===== src/rtl/lcm_pkg.sv =====
package lcm_pkg;

  localparam int DIV_NW = 40;
  localparam int DIV_DW = 24;
  localparam int SLOTS  = 5;
  localparam int RES_W  = 20;

  localparam logic [16:0] Q16_ONE = 17'h10000;
  localparam logic [RES_W-1:0] RES_MAX = '1;

  localparam logic [2:0] REG_LEVEL = 3'd5;
  localparam logic [2:0] REG_LAMP  = 3'd6;

endpackage


===== src/rtl/lcm_div.sv =====
module lcm_div import lcm_pkg::*; (
  input  logic              clk,
  input  logic              rst_n,
  input  logic              start,
  input  logic [DIV_NW-1:0] num,
  input  logic [DIV_DW-1:0] den,
  output logic              done,
  output logic [DIV_NW-1:0] quo
);

  logic              busy_r;
  logic              done_r;
  logic [5:0]        cnt_r;
  logic [DIV_NW-1:0] num_r;
  logic [DIV_DW-1:0] den_r;
  logic [DIV_DW-1:0] rem_r;
  logic [DIV_DW:0]   trial;
  logic [DIV_DW:0]   diff;
  logic              ge;

  assign trial = {rem_r, num_r[DIV_NW-1]};
  assign ge    = trial >= {1'b0, den_r};
  assign diff  = trial - {1'b0, den_r};

  always_ff @(posedge clk) begin
    if (!rst_n) begin
      busy_r <= 1'b0;
      done_r <= 1'b0;
      cnt_r  <= '0;
    end else begin
      done_r <= 1'b0;
      if (start) begin
        busy_r <= 1'b1;
        cnt_r  <= 6'(DIV_NW);
      end else if (busy_r) begin
        cnt_r <= cnt_r - 6'd1;
        if (cnt_r == 6'd1) begin
          busy_r <= 1'b0;
          done_r <= 1'b1;
        end
      end
    end
  end

  always_ff @(posedge clk) begin
    if (start) begin
      num_r <= num;
      den_r <= den;
      rem_r <= '0;
    end else if (busy_r) begin
      rem_r <= ge ? diff[DIV_DW-1:0] : trial[DIV_DW-1:0];
      num_r <= {num_r[DIV_NW-2:0], ge};
    end
  end

  assign done = done_r;
  assign quo  = num_r;

endmodule


===== src/rtl/led_color_mixer.sv =====
// With the lamp off, an accepted item passes S_DONE and then the out_valid register. With
// the lamp on, level scaling runs S_RES, S_RES_W and S_RES_H per channel, then each division
// runs on the shared radix-2 divider; up to 19 divisions per item.
// Throughput: one item at a time; busy falls as out_valid rises and the next item
// may be accepted in that cycle. Result is shown for one cycle; the receiver cannot stall.
// Reset (synchronous, rst_n low): idle, emitters 0, level 255, lamp off.
module led_color_mixer import lcm_pkg::*; #(
  parameter int EMITTERS   = 5,
  parameter int LEVEL_FULL = 255
) (
  input  logic        clk,
  input  logic        rst_n,
  input  logic        start,
  output logic        busy,
  input  logic [7:0]  in_want_red,
  input  logic [7:0]  in_want_green,
  input  logic [7:0]  in_want_blue,
  output logic        out_valid,
  output logic [11:0] out_duty_0,
  output logic [11:0] out_duty_1,
  output logic [11:0] out_duty_2,
  output logic [11:0] out_duty_3,
  output logic [11:0] out_duty_4,
  input  logic        cfg_valid,
  output logic        cfg_ready,
  input  logic [2:0]  cfg_index,
  input  logic [37:0] cfg_data
);

  // ceil(2^40 / LEVEL_FULL): exact scaling of want*level*4096 by reciprocal multiply
  localparam logic [40:0] RECIP =
    41'(((64'd1 << 40) + 64'(LEVEL_FULL) - 64'd1) / 64'(LEVEL_FULL));
  localparam logic [23:0] RECIP_LO = RECIP[23:0];
  localparam logic [16:0] RECIP_HI = RECIP[40:24];

  typedef enum logic [19:0] {
    S_IDLE    = 20'h00001,
    S_RES     = 20'h00002,
    S_RES_W   = 20'h00004,
    S_CHK     = 20'h00008,
    S_TGT     = 20'h00010,
    S_TGT_W   = 20'h00020,
    S_SEL     = 20'h00040,
    S_SEL_W   = 20'h00080,
    S_PICK    = 20'h00100,
    S_F_W     = 20'h00200,
    S_AP_INIT = 20'h00400,
    S_AP_CH   = 20'h00800,
    S_AP_W    = 20'h01000,
    S_AP_F    = 20'h02000,
    S_AP_DUTY = 20'h04000,
    S_AP_SUB  = 20'h08000,
    S_AP_END  = 20'h10000,
    S_COL     = 20'h20000,
    S_DONE    = 20'h40000,
    S_RES_H   = 20'h80000
  } state_t;

  state_t st_r, st_nxt;

  logic [37:0]       emit_r [SLOTS];
  logic [7:0]        level_r;
  logic              lamp_r;
  logic [7:0]        want_r [3];
  logic [RES_W-1:0]  res_r [3];
  logic [15:0]       p_r, lo_r;
  logic signed [17:0] target_r;
  logic signed [18:0] dpos_r, dneg_r;
  logic              pos_v_r, neg_v_r;
  logic [2:0]        ipos_r, ineg_r, idx_r, cur_r;
  logic [1:0]        ch_r;
  logic [16:0]       f_r, best_r;
  logic [11:0]       duty_r [SLOTS];
  logic              col_r, then_pos_r, out_valid_r;

  logic              div_start, div_done;
  logic [DIV_NW-1:0] div_num, div_quo;
  logic [DIV_DW-1:0] div_den;

  logic [16:0] mul_a;
  logic [23:0] mul_b;
  logic [40:0] mul_p;
  logic [33:0] res_sum;

  logic        ap_st;
  logic [2:0]  ea;
  logic [37:0] e;
  logic [7:0]  e_r, e_b, c_w;
  logic        e_pres, e_white, idx_in, sel_ok, any_white, res_nz;
  logic [11:0] e_cal;
  logic [RES_W-1:0] res_sel;
  logic [RES_W:0]   sub_w;
  logic [RES_W-1:0] mag_t;
  logic [7:0]       mag_e;
  logic signed [17:0] bal;
  logic signed [18:0] d;

  lcm_div u_div (
    .clk   (clk),
    .rst_n (rst_n),
    .start (div_start),
    .num   (div_num),
    .den   (div_den),
    .done  (div_done),
    .quo   (div_quo)
  );

  assign ap_st = (st_r == S_AP_CH) || (st_r == S_AP_W) || (st_r == S_AP_DUTY) ||
                 (st_r == S_AP_SUB);
  assign ea      = ap_st ? cur_r : idx_r;
  assign idx_in  = idx_r < 3'(EMITTERS);
  assign e       = emit_r[ea];
  assign e_r     = e[7:0];
  assign e_b     = e[23:16];
  assign e_cal   = e[35:24];
  assign e_white = e[36];
  assign e_pres  = e[37];
  assign sel_ok  = idx_in && e_pres && e_white && ({1'b0, e_r} + {1'b0, e_b} != 9'd0);

  always_comb begin
    case (ch_r)
      2'd0:    c_w = e[7:0];
      2'd1:    c_w = e[15:8];
      default: c_w = e[23:16];
    endcase
  end

  assign res_sel = res_r[ch_r];
  assign res_nz  = (res_r[0] != '0) && (res_r[1] != '0) && (res_r[2] != '0);

  always_comb begin
    any_white = 1'b0;
    for (int i = 0; i < SLOTS; i++) begin
      if (i < EMITTERS && emit_r[i][37] && emit_r[i][36]) any_white = 1'b1;
    end
  end

  assign mag_t = (res_r[0] >= res_r[2]) ? res_r[0] - res_r[2] : res_r[2] - res_r[0];
  assign mag_e = (e_r >= e_b) ? e_r - e_b : e_b - e_r;
  assign bal   = (e_r < e_b) ? -$signed({1'b0, div_quo[16:0]})
                             : $signed({1'b0, div_quo[16:0]});
  assign d     = $signed({bal[17], bal}) - $signed({target_r[17], target_r});
  assign sub_w = mul_p[24:4];
  assign res_sum = mul_p[33:0] + {18'b0, lo_r};

  // shared multiplier
  always_comb begin
    mul_a = best_r;
    mul_b = 24'(f_r);
    case (st_r)
      S_RES:     begin mul_a = 17'(want_r[ch_r]); mul_b = 24'(level_r); end
      S_RES_W:   begin mul_a = {1'b0, p_r}; mul_b = RECIP_LO; end
      S_RES_H:   begin mul_a = {1'b0, p_r}; mul_b = 24'(RECIP_HI); end
      S_AP_DUTY: mul_b = 24'(e_cal);
      S_AP_SUB:  mul_b = 24'(c_w);
      default:   ;
    endcase
  end
  assign mul_p = mul_a * mul_b;

  always_comb begin
    div_start = 1'b0;
    div_num   = '0;
    div_den   = '0;
    case (st_r)
      S_TGT: begin
        div_start = 1'b1;
        div_num   = DIV_NW'({mag_t, 16'b0});
        div_den   = DIV_DW'({1'b0, res_r[0]} + {1'b0, res_r[2]});
      end
      S_SEL: begin
        div_start = sel_ok;
        div_num   = DIV_NW'({mag_e, 16'b0});
        div_den   = DIV_DW'({1'b0, e_r} + {1'b0, e_b});
      end
      S_PICK: begin
        div_start = pos_v_r && neg_v_r;
        div_num   = DIV_NW'({dpos_r[17:0], 16'b0});
        div_den   = DIV_DW'(dpos_r - dneg_r);
      end
      S_AP_CH: begin
        div_start = (ch_r != 2'd3) && (c_w != 8'd0);
        div_num   = DIV_NW'({res_sel, 4'b0});
        div_den   = DIV_DW'(c_w);
      end
      default: ;
    endcase
  end

  always_comb begin
    st_nxt = st_r;
    unique case (st_r)
      S_IDLE:    if (start) st_nxt = lamp_r ? S_RES : S_DONE;
      S_RES:     st_nxt = S_RES_W;
      S_RES_W:   st_nxt = S_RES_H;
      S_RES_H:   st_nxt = (ch_r == 2'd2) ? S_CHK : S_RES;
      S_CHK:     st_nxt = (any_white && res_nz) ? S_TGT : S_COL;
      S_TGT:     st_nxt = S_TGT_W;
      S_TGT_W:   if (div_done) st_nxt = S_SEL;
      S_SEL: begin
        if (!idx_in)     st_nxt = S_PICK;
        else if (sel_ok) st_nxt = S_SEL_W;
      end
      S_SEL_W:   if (div_done) st_nxt = S_SEL;
      S_PICK: begin
        if (pos_v_r && neg_v_r)     st_nxt = S_F_W;
        else if (pos_v_r || neg_v_r) st_nxt = S_AP_INIT;
        else                        st_nxt = S_COL;
      end
      S_F_W:     if (div_done) st_nxt = S_AP_INIT;
      S_AP_INIT: st_nxt = S_AP_CH;
      S_AP_CH: begin
        if (ch_r == 2'd3)       st_nxt = S_AP_F;
        else if (c_w != 8'd0)   st_nxt = S_AP_W;
      end
      S_AP_W:    if (div_done) st_nxt = S_AP_CH;
      S_AP_F:    st_nxt = S_AP_DUTY;
      S_AP_DUTY: st_nxt = S_AP_SUB;
      S_AP_SUB:  if (ch_r == 2'd3) st_nxt = S_AP_END;
      S_AP_END:  st_nxt = (!col_r && then_pos_r) ? S_AP_INIT : S_COL;
      S_COL: begin
        if (!idx_in)                 st_nxt = S_DONE;
        else if (e_pres && !e_white) st_nxt = S_AP_INIT;
      end
      S_DONE:    st_nxt = S_IDLE;
      default:   st_nxt = S_IDLE;
    endcase
  end

  always_ff @(posedge clk) begin
    if (!rst_n) begin
      st_r        <= S_IDLE;
      out_valid_r <= 1'b0;
      level_r     <= 8'd255;
      lamp_r      <= 1'b0;
      for (int i = 0; i < SLOTS; i++) emit_r[i] <= '0;
    end else begin
      st_r        <= st_nxt;
      out_valid_r <= (st_r == S_DONE);
      if (cfg_valid) begin
        if (cfg_index < REG_LEVEL)       emit_r[cfg_index] <= cfg_data;
        else if (cfg_index == REG_LEVEL) level_r <= cfg_data[7:0];
        else if (cfg_index == REG_LAMP)  lamp_r  <= cfg_data[0];
      end
    end
  end

  always_ff @(posedge clk) begin
    case (st_r)
      S_IDLE: if (start) begin
        want_r[0] <= in_want_red;
        want_r[1] <= in_want_green;
        want_r[2] <= in_want_blue;
        for (int i = 0; i < SLOTS; i++) duty_r[i] <= '0;
        ch_r <= 2'd0;
      end
      S_RES:   p_r  <= mul_p[15:0];
      S_RES_W: lo_r <= mul_p[39:24];
      S_RES_H: begin
        res_r[ch_r] <= (res_sum[33:24] != '0) ? RES_MAX : res_sum[23:4];
        ch_r        <= ch_r + 2'd1;
        idx_r       <= 3'd0;
      end
      S_CHK: idx_r <= 3'd0;
      S_TGT_W: if (div_done) begin
        target_r <= (res_r[0] < res_r[2]) ? -$signed({1'b0, div_quo[16:0]})
                                          : $signed({1'b0, div_quo[16:0]});
        pos_v_r  <= 1'b0;
        neg_v_r  <= 1'b0;
        dpos_r   <= '0;
        dneg_r   <= '0;
        idx_r    <= 3'd0;
      end
      S_SEL: if (idx_in && !sel_ok) idx_r <= idx_r + 3'd1;
      S_SEL_W: if (div_done) begin
        if (d == '0) begin
          pos_v_r <= 1'b1;
          ipos_r  <= idx_r;
          dpos_r  <= '0;
          neg_v_r <= 1'b0;
          dneg_r  <= '0;
        end else if (d < 0) begin
          if ((!neg_v_r && !(pos_v_r && dpos_r == '0)) || (neg_v_r && d > dneg_r)) begin
            neg_v_r <= 1'b1;
            ineg_r  <= idx_r;
            dneg_r  <= d;
          end
        end else if (!pos_v_r || d < dpos_r) begin
          pos_v_r <= 1'b1;
          ipos_r  <= idx_r;
          dpos_r  <= d;
        end
        idx_r <= idx_r + 3'd1;
      end
      S_PICK: begin
        col_r      <= 1'b0;
        f_r        <= Q16_ONE;
        then_pos_r <= 1'b0;
        cur_r      <= pos_v_r ? ipos_r : ineg_r;
        idx_r      <= 3'd0;
      end
      S_F_W: if (div_done) begin
        f_r        <= div_quo[16:0];
        cur_r      <= ineg_r;
        then_pos_r <= 1'b1;
      end
      S_AP_INIT: begin
        best_r <= Q16_ONE;
        ch_r   <= 2'd0;
      end
      S_AP_CH: if (ch_r != 2'd3 && c_w == 8'd0) ch_r <= ch_r + 2'd1;
      S_AP_W: if (div_done) begin
        if (div_quo < DIV_NW'(best_r)) best_r <= div_quo[16:0];
        ch_r <= ch_r + 2'd1;
      end
      S_AP_F: best_r <= mul_p[32:16];
      S_AP_DUTY: begin
        duty_r[cur_r] <= mul_p[27:16];
        ch_r          <= 2'd0;
      end
      S_AP_SUB: if (ch_r != 2'd3) begin
        res_r[ch_r] <= ({1'b0, res_sel} > sub_w) ? res_sel - sub_w[RES_W-1:0] : '0;
        ch_r        <= ch_r + 2'd1;
      end
      S_AP_END: begin
        if (col_r) begin
          idx_r <= idx_r + 3'd1;
        end else if (then_pos_r) begin
          then_pos_r <= 1'b0;
          cur_r      <= ipos_r;
          f_r        <= Q16_ONE;
        end else begin
          idx_r <= 3'd0;
        end
      end
      S_COL: if (idx_in) begin
        if (e_pres && !e_white) begin
          cur_r <= idx_r;
          f_r   <= Q16_ONE;
          col_r <= 1'b1;
        end else begin
          idx_r <= idx_r + 3'd1;
        end
      end
      default: ;
    endcase
  end

  assign busy       = (st_r != S_IDLE);
  assign cfg_ready  = 1'b1;
  assign out_valid  = out_valid_r;
  assign out_duty_0 = duty_r[0];
  assign out_duty_1 = duty_r[1];
  assign out_duty_2 = duty_r[2];
  assign out_duty_3 = duty_r[3];
  assign out_duty_4 = duty_r[4];

endmodule


===== config.mk =====
export PLATFORM = sky130hd
export DESIGN_NAME = led_color_mixer
export DESIGN_NICKNAME = d
export VERILOG_FILES = /design/src/rtl/lcm_pkg.sv /design/src/rtl/lcm_div.sv /design/src/rtl/led_color_mixer.sv
export SDC_FILE = /design/constraint.sdc
export NUM_CORES = 2
export LEC_CHECK = 0
export BUFFER_PORTS_ARGS = -buffer_cell sky130_fd_sc_hd__buf_4
export CORE_MARGIN = 2
export CORE_UTILIZATION = 35
export DETAILED_ROUTE_END_ITERATION = 6
export GPL_TIMING_DRIVEN = 1
export HOLD_SLACK_MARGIN = 0.05
export PLACE_DENSITY = 0.56
export SYNTH_ARGS = -nofsm -noshare
export SYNTH_HDL_FRONTEND = slang
export SYNTH_HIERARCHICAL = 1
export SYNTH_SLANG_ARGS = --single-unit

===== constraint.sdc =====
create_clock -name clk -period 24.2 [get_ports clk]
set_input_delay 3.63 -clock clk [delete_from_list [all_inputs] [get_ports clk]]
set_output_delay 3.63 -clock clk [all_outputs]
set_load 0.02 [all_outputs]

Yosys cells after proc, flatten, opt, wreduce, memory -nomap -nowiden
Memory sizes are Yosys's and may differ from the RTL's. A register that Yosys moved wholly into a read port is not among the register bits. Cells that the tools add are included.

Bits in writable memories: 334. Output and inout bits: 63. Register bits: 266. Memories: 4. Bits of input ports: 69. Logic and storage cells: 322.

Memories: emit_r (words 5, width 38, rd ports 6, clocked after Yosys merged registers in 0, write ports 5, line led_color_mixer.sv:61) `logic [37:0] emit_r [SLOTS];`; duty_r (words 5, width 12, rd ports 5, clocked after Yosys merged registers in 0, write ports 5, line led_color_mixer.sv:73) `logic [11:0] duty_r [SLOTS];`; res_r (words 3, width 20, rd ports 4, clocked after Yosys merged registers in 1, write ports 1, line led_color_mixer.sv:65) `logic [RES_W-1:0] res_r [3];`; want_r (words 3, width 8, rd ports 1, clocked after Yosys merged registers in 1, write ports 3, line led_color_mixer.sv:64) `logic [7:0] want_r [3];`.

Bitwise logic cells: 6. $mul: 1. Add/sub/neg operators: 16. Eq/ne operators: 53. Reduce and logical (&&, ||, !) cells: 73. Multiplexer cells: 129. Magnitude comparators: 12.

Operators with widths (count): $pmux 20 s18 (1); $mux 20 (15); $mux 19 (10); $pmux 36 s4 (1); $mux 17 (8); $pmux 24 s4 (1); $mux 18 (5); $pmux 17 s5 (1); $mux 40 (2); $pmux 19 s2 (2); $pmux 17 s4 (1); $reduce_bool 20->1 (3); $sub 20x20->20 (3); $mux 3 (19); $pmux 17 s3 (1); $lt 40x17->1 (1); $mul 17x24->40 (1); $mux 1 (39); $logic_not 19->1 (2); $mux 38 (1); $reduce_or 38->1 (1); $add 34x16->34 (1); $pmux 17 s2 (1); $ge 25x24->1 (1); 85 further kinds (169).

Logic depth before layout (Yosys ltp)
An unclocked memory read counts as a cell.

Word-level depth: 17. Gate-level depth with buffers: 49. Depth with buffers taken out: 45.

Modules after synthesis
The synthesis kept the hierarchy.

By module, submodules not included: led_color_mixer (cells an instance 4656, times used 1, sequential area each 18748.0 µm², area an instance 46270.6 µm²); lcm_div (cells an instance 462, times used 1, sequential area each 2562.5 µm², area an instance 5154.9 µm²).

Least setup slack after synthesis
Ideal clock, no wire load.

Path kind: register to register. From: register st_r[0]. To: memory res_r[0][11], data pin. Period minus slack after synthesis: 11.366 ns. Arrival time: 11.078 ns. Required time: 23.912 ns. Cell stages (with the launch flop): 46. Setup time: 0.288 ns. Path buffers: 9. Slack: 12.834 ns. Path through: dfxtp_1 nor4_4 and4_1 buf_4 a32o_2 o21ai_2 nand2_2 buf_2 clkbuf_1 buf_2 buf_2 buf_1 nand2_1 and3_1 a311oi_1 a31oi_1 o21ai_1 clkbuf_1 [... 10 more ...] ha_1 clkbuf_1 a21oi_1 o21bai_1 a21o_1 o31a_1 a2111oi_0 o31ai_1 a31o_2 a2111oi_0 nor3_1 nor4_1 and3_1 o22ai_1 or4_4 nor2_8 buf_6 a31oi_1.

Cells in the longest elaborated chain, start to end: 13. Elaborated cells on any way between the ends: 26. Those cells by class: add/sub (2); mul (1); order compare (1); eq/ne (7); mux (9); reduce/logical (5); memory (1).

RTL lines: from (decl) (line led_color_mixer.sv:59) `state_t st_r, st_nxt;`; from (signal assigned) (line led_color_mixer.sv:238) `st_r <= st_nxt;`; $eq 20x12->1 / $eq 20x13->1 (equally long branches) (line led_color_mixer.sv:108) `assign ap_st = (st_r == S_AP_CH) || (st_r == S_AP_W) || (st_r == S_AP_DUTY) ||`; $logic_or 1x1->1 (3 in series) (line led_color_mixer.sv:108); $mux 3 (line led_color_mixer.sv:110) `assign ea = ap_st ? cur_r : idx_r;`; $mem_v2 5x38; $pmux 8 s2 (line led_color_mixer.sv:121) `case (ch_r)`; $pmux 17 s5 (line led_color_mixer.sv:150) `case (st_r)`; $mul 17x24->40 (line led_color_mixer.sv:159) `assign mul_p = mul_a * mul_b;`; $add 34x16->34 (line led_color_mixer.sv:144) `assign res_sum = mul_p[33:0] + {18'b0, lo_r};`; $reduce_bool 10->1 (line led_color_mixer.sv:260) `res_r[ch_r] <= (res_sum[33:24] != '0) ? RES_MAX : res_sum[23:4];`; $mux 20 (line led_color_mixer.sv:260); $mux 20 (no source line) (*); to (decl) (line led_color_mixer.sv:65).

Mark *: on every way between the ends. The rest lies on a longest branch, timed or not.

Worst setup path in the final report
From: register st_r[0]. To: memory res_r[0][6], data pin.

The elaborated chain is that of the path after synthesis.

==> out/metrics.cfg <==
[synth]
yosys.area.top_type_share_pct = 38.95
yosysSeqAreaShare_pct = 41.44
synthTopCellsByArea = edfxtp_1 (39%), fa_1 (9.1%), ha_1 (8.6%), nand2_1 (5.0%), inv_1 (4.1%)
synth_warnings = 6
yosys.area.top_type = edfxtp_1
ys_seq_elements = 731
avgSynthCellArea_um2 = 10.05
synth_cell_types = 108
synth-main-ff-cell = edfxtp_1
syn_inst = 5118
synth_edf_count = 667
netlist_area_um2 = 51430
async_flop_share_pct = 0

[setup_path]
crit_family = simple AND/OR/NAND/NOR gates
cpPeakStageDelay_ns = 0.91
cpMaxStageDelayCell = a221oi_1
crit_type = flip-flop to flip-flop
crit_top_cell = fa_1
end_kind = flip-flop
critPathMaxFanout = 81
path_buf_inv = 5
arrival_ns = 15.61
critPathRequiredTime_ns = 24.52
critPathLaunchType = flip-flop
ff2ff_setup_slack_ns = 8.91

[timing]
maxSlewHeadroom_pct = 3.607
setup_violations = 0
hold_viol = 0
worst_clock_skew_ns = 0.08546
worst_slack_ns = 8.910
fin_setup_tns_ns = 0
finalCritPeriodShare_pct = 63.18
slew_viol_final = 0
grt_setup_unrepaired = false
max_slew.worst_pin.slew_ns = 1.436
period_needed_ns = 15.29
max_freq_mhz = 65.40
holdWs_ns = 0.4760

[power_and_ir_drop]
power.density_nw_per_um2 = 78.38
power.internal_uw = 2854
leakagePower_uw = 0.02440
switching_power_uw = 1702
swShare_pct = 37.35
pwr-share-clk_pct = 29.9
seqPwrFrac_pct = 34.3
comb_power_share_pct = 35.7
vdd_ir_drop_max_uv = 62.16

[job]
maxCapViolCount = 0

[floorplanning]
die_height_um = 387.3
fp.dieW_um = 387.3
initial_core_util_pct = 35.29
fp.coreArea_um2 = 145700
num_rows = 140
dieArea_um2 = 150000
io_pins = 132

[cts]
cts_made_buffers = 85
cts_tree = done
clock_latency_ns = 0.74
postCtsHoldBufs = 0
htreeDepth = 3
clkTransAtPathRegs_ns = 0.07
clock_sinks = 731
cts_max_path_buffers = 3
ctsRootBufferMaster = clkbuf_16
cts_resized = 0
postCtsSetupRepairBufs = 0

[routing]
wl_per_cell_um = 22.29
routed_wl_um = 162800
viasPerCell = 5.335
drtAntennaViolNets = 0
vias = 38981
drcViolationCount = 14
drt_iter0_drc = 3446
drt_first_pass_iters = 7

[cells_and_area]
diodes = 0
layout-drive-gt1-share_pct = 9.612
area_delta_synth_final_pct = 13.02
design_area_um2 = 58120
final_nets = 5973
finalNonFillerCells = 7306

[place]
io_buffers = 130
place_ws_ns = 9.478
dp.cells = 7147
hpwl_um = 118700
place_area_um2 = 55170
gp_congestion = 0.9337

[global_routing]
grt_usage_pct = 21.42
grt_max_degree = 82
antenna_found_initial = 3
grt_pass1_wl_um = 245300
grt_pass1_vias = 37952
gr-total-overflow = 0

[outcome]
status = complete, but fails checks
violations = DRC

[min_path]
hold_class = flip-flop to flip-flop

[routing by layer]
metal | vias to the layer above | GRT usage, % | wire length (µm)
li1 | 18044 | - | -
met1 | 19281 | 30.44 | 73210
met3 | 239 | 3.795 | 12460
met2 | 1413 | 33.14 | 72300
met5 | - | 0 | 27
met4 | 4 | 6.612 | 4816
[stage by stage]
step | utilization (%) | power [µW]
4_1_cts | 39.88 | 4580
6_report | 39.88 | 4556
2_1_floorplan | - | 2656
5_1_grt | 39.88 | 4787
3_3_place_gp | 37.86 | 3195
3_5_place_dp | 37.86 | 3207
[power by group through the flow]
| stage | logic (µW) | registers, µW | clock network (µW) |
|---|---|---|---|
| after floorplan | 1050 | 1610 | 0 |
| after global placement | 1610 | 1590 | 0 |
| after detailed placement | 1620 | 1590 | 0 |
| after CTS | 1630 | 1560 | 1390 |
| after global routing | 1770 | 1580 | 1440 |
| final | 1630 | 1560 | 1360 |
[cell usage after synthesis (18+ instances only)]
cell type    n
nand3_1    205
and2_1     315
nor2_1     292
nand2_1    681
and3_1      46
nor2b_1     39
buf_1       26
mux2_2      58
dfxtp_1     64
o21a_1      36
nand2b_1    49
o22ai_1     29
o21bai_1    24
a31oi_1     41
nand4_1     34
o21ai_0    162
nor3_1      54
mux4_2      20
fa_1       235
ha_1       352
edfxtp_1   667
a21o_1      68
a21boi_0    33
xnor2_1    128
or3_1       32
mux2i_1     49
buf_2       18
xor2_1      46
a211oi_1    35
clkbuf_1   169
nor4_1      40
a311oi_1    20
a21oi_1    188
inv_1      567
[worst reg2reg max path: cells and delay by family, from the launching register on]
kind            cells  cell delay (ns)
flops               1             0.37
xor+xnor            1             0.17
mux                 1             0.68
compound gates      8             3.53
simple gates       17             5.85
fa+ha+maj           7             3.50
buf+inv             5             0.79
[placed cells by master (no fill, tap or decap), types with 123 or more instances in the layout]
cell type	n
and2_1	313
nand3_1	205
buf_4	212
a21oi_1	186
conb_1	123
nand2_1	680
fa_1	235
xnor2_1	126
o21ai_0	156
ha_1	352
edfxtp_1	667
inv_1	567
nor2_1	289
[flip-flops by register name, indices dropped and copies added, names as in the netlist, 6 cells and up, named ones only]
name and cells:
level_r 8, u_div/quo 40, u_div/den_r 24, u_div/cnt_r 6, best_r 17, f_r 17, want_r 24, u_div/rem_r 24
dneg_r 19, res_r 80, dpos_r 18, p_r 16, lo_r 13, duty_r 60, st_r 20, emit_r 304
target_r 18
[cells by family after synthesis]
group	after synthesis	share of synthesized area, %
muxes	127	3.100
other	2	0.01460
DFF	731	41.44
buffers and inverters	792	5.944
xor gates and xnor gates	174	2.963
AOI/OAI and AO/OA	828	10.95
and+or+nand+nor	1877	17.88
adders and majority gates	587	17.71
[layout make-up]
cell class | instances | area (µm²)
clock buffers | 99 | 2200
clock inverters | 60 | 752.0
repair buffers | 212 | 1592
flip-flops and latches | 731 | 21310
multi-input cells | 3716 | 27730
well taps | 1917 | 2399
inverters | 571 | 2143
fillers | 14403 | 87620
[path summary, 6_finish.rpt]
path | from | endpoint | cells past startpoint
max | st_r[0]$_SDFFE_PN1P_ | res_r[0][6]$_DFFE_PP_ | 39
min | level_r[7]$_SDFFE_PN1P_ | level_r[7]$_SDFFE_PN1P_ | 2
max reg2reg | st_r[0]$_SDFFE_PN1P_ | res_r[0][6]$_DFFE_PP_ | 39
min reg2reg | level_r[7]$_SDFFE_PN1P_ | level_r[7]$_SDFFE_PN1P_ | 2
No activity file was read; power rests on OpenSTA's default activity.
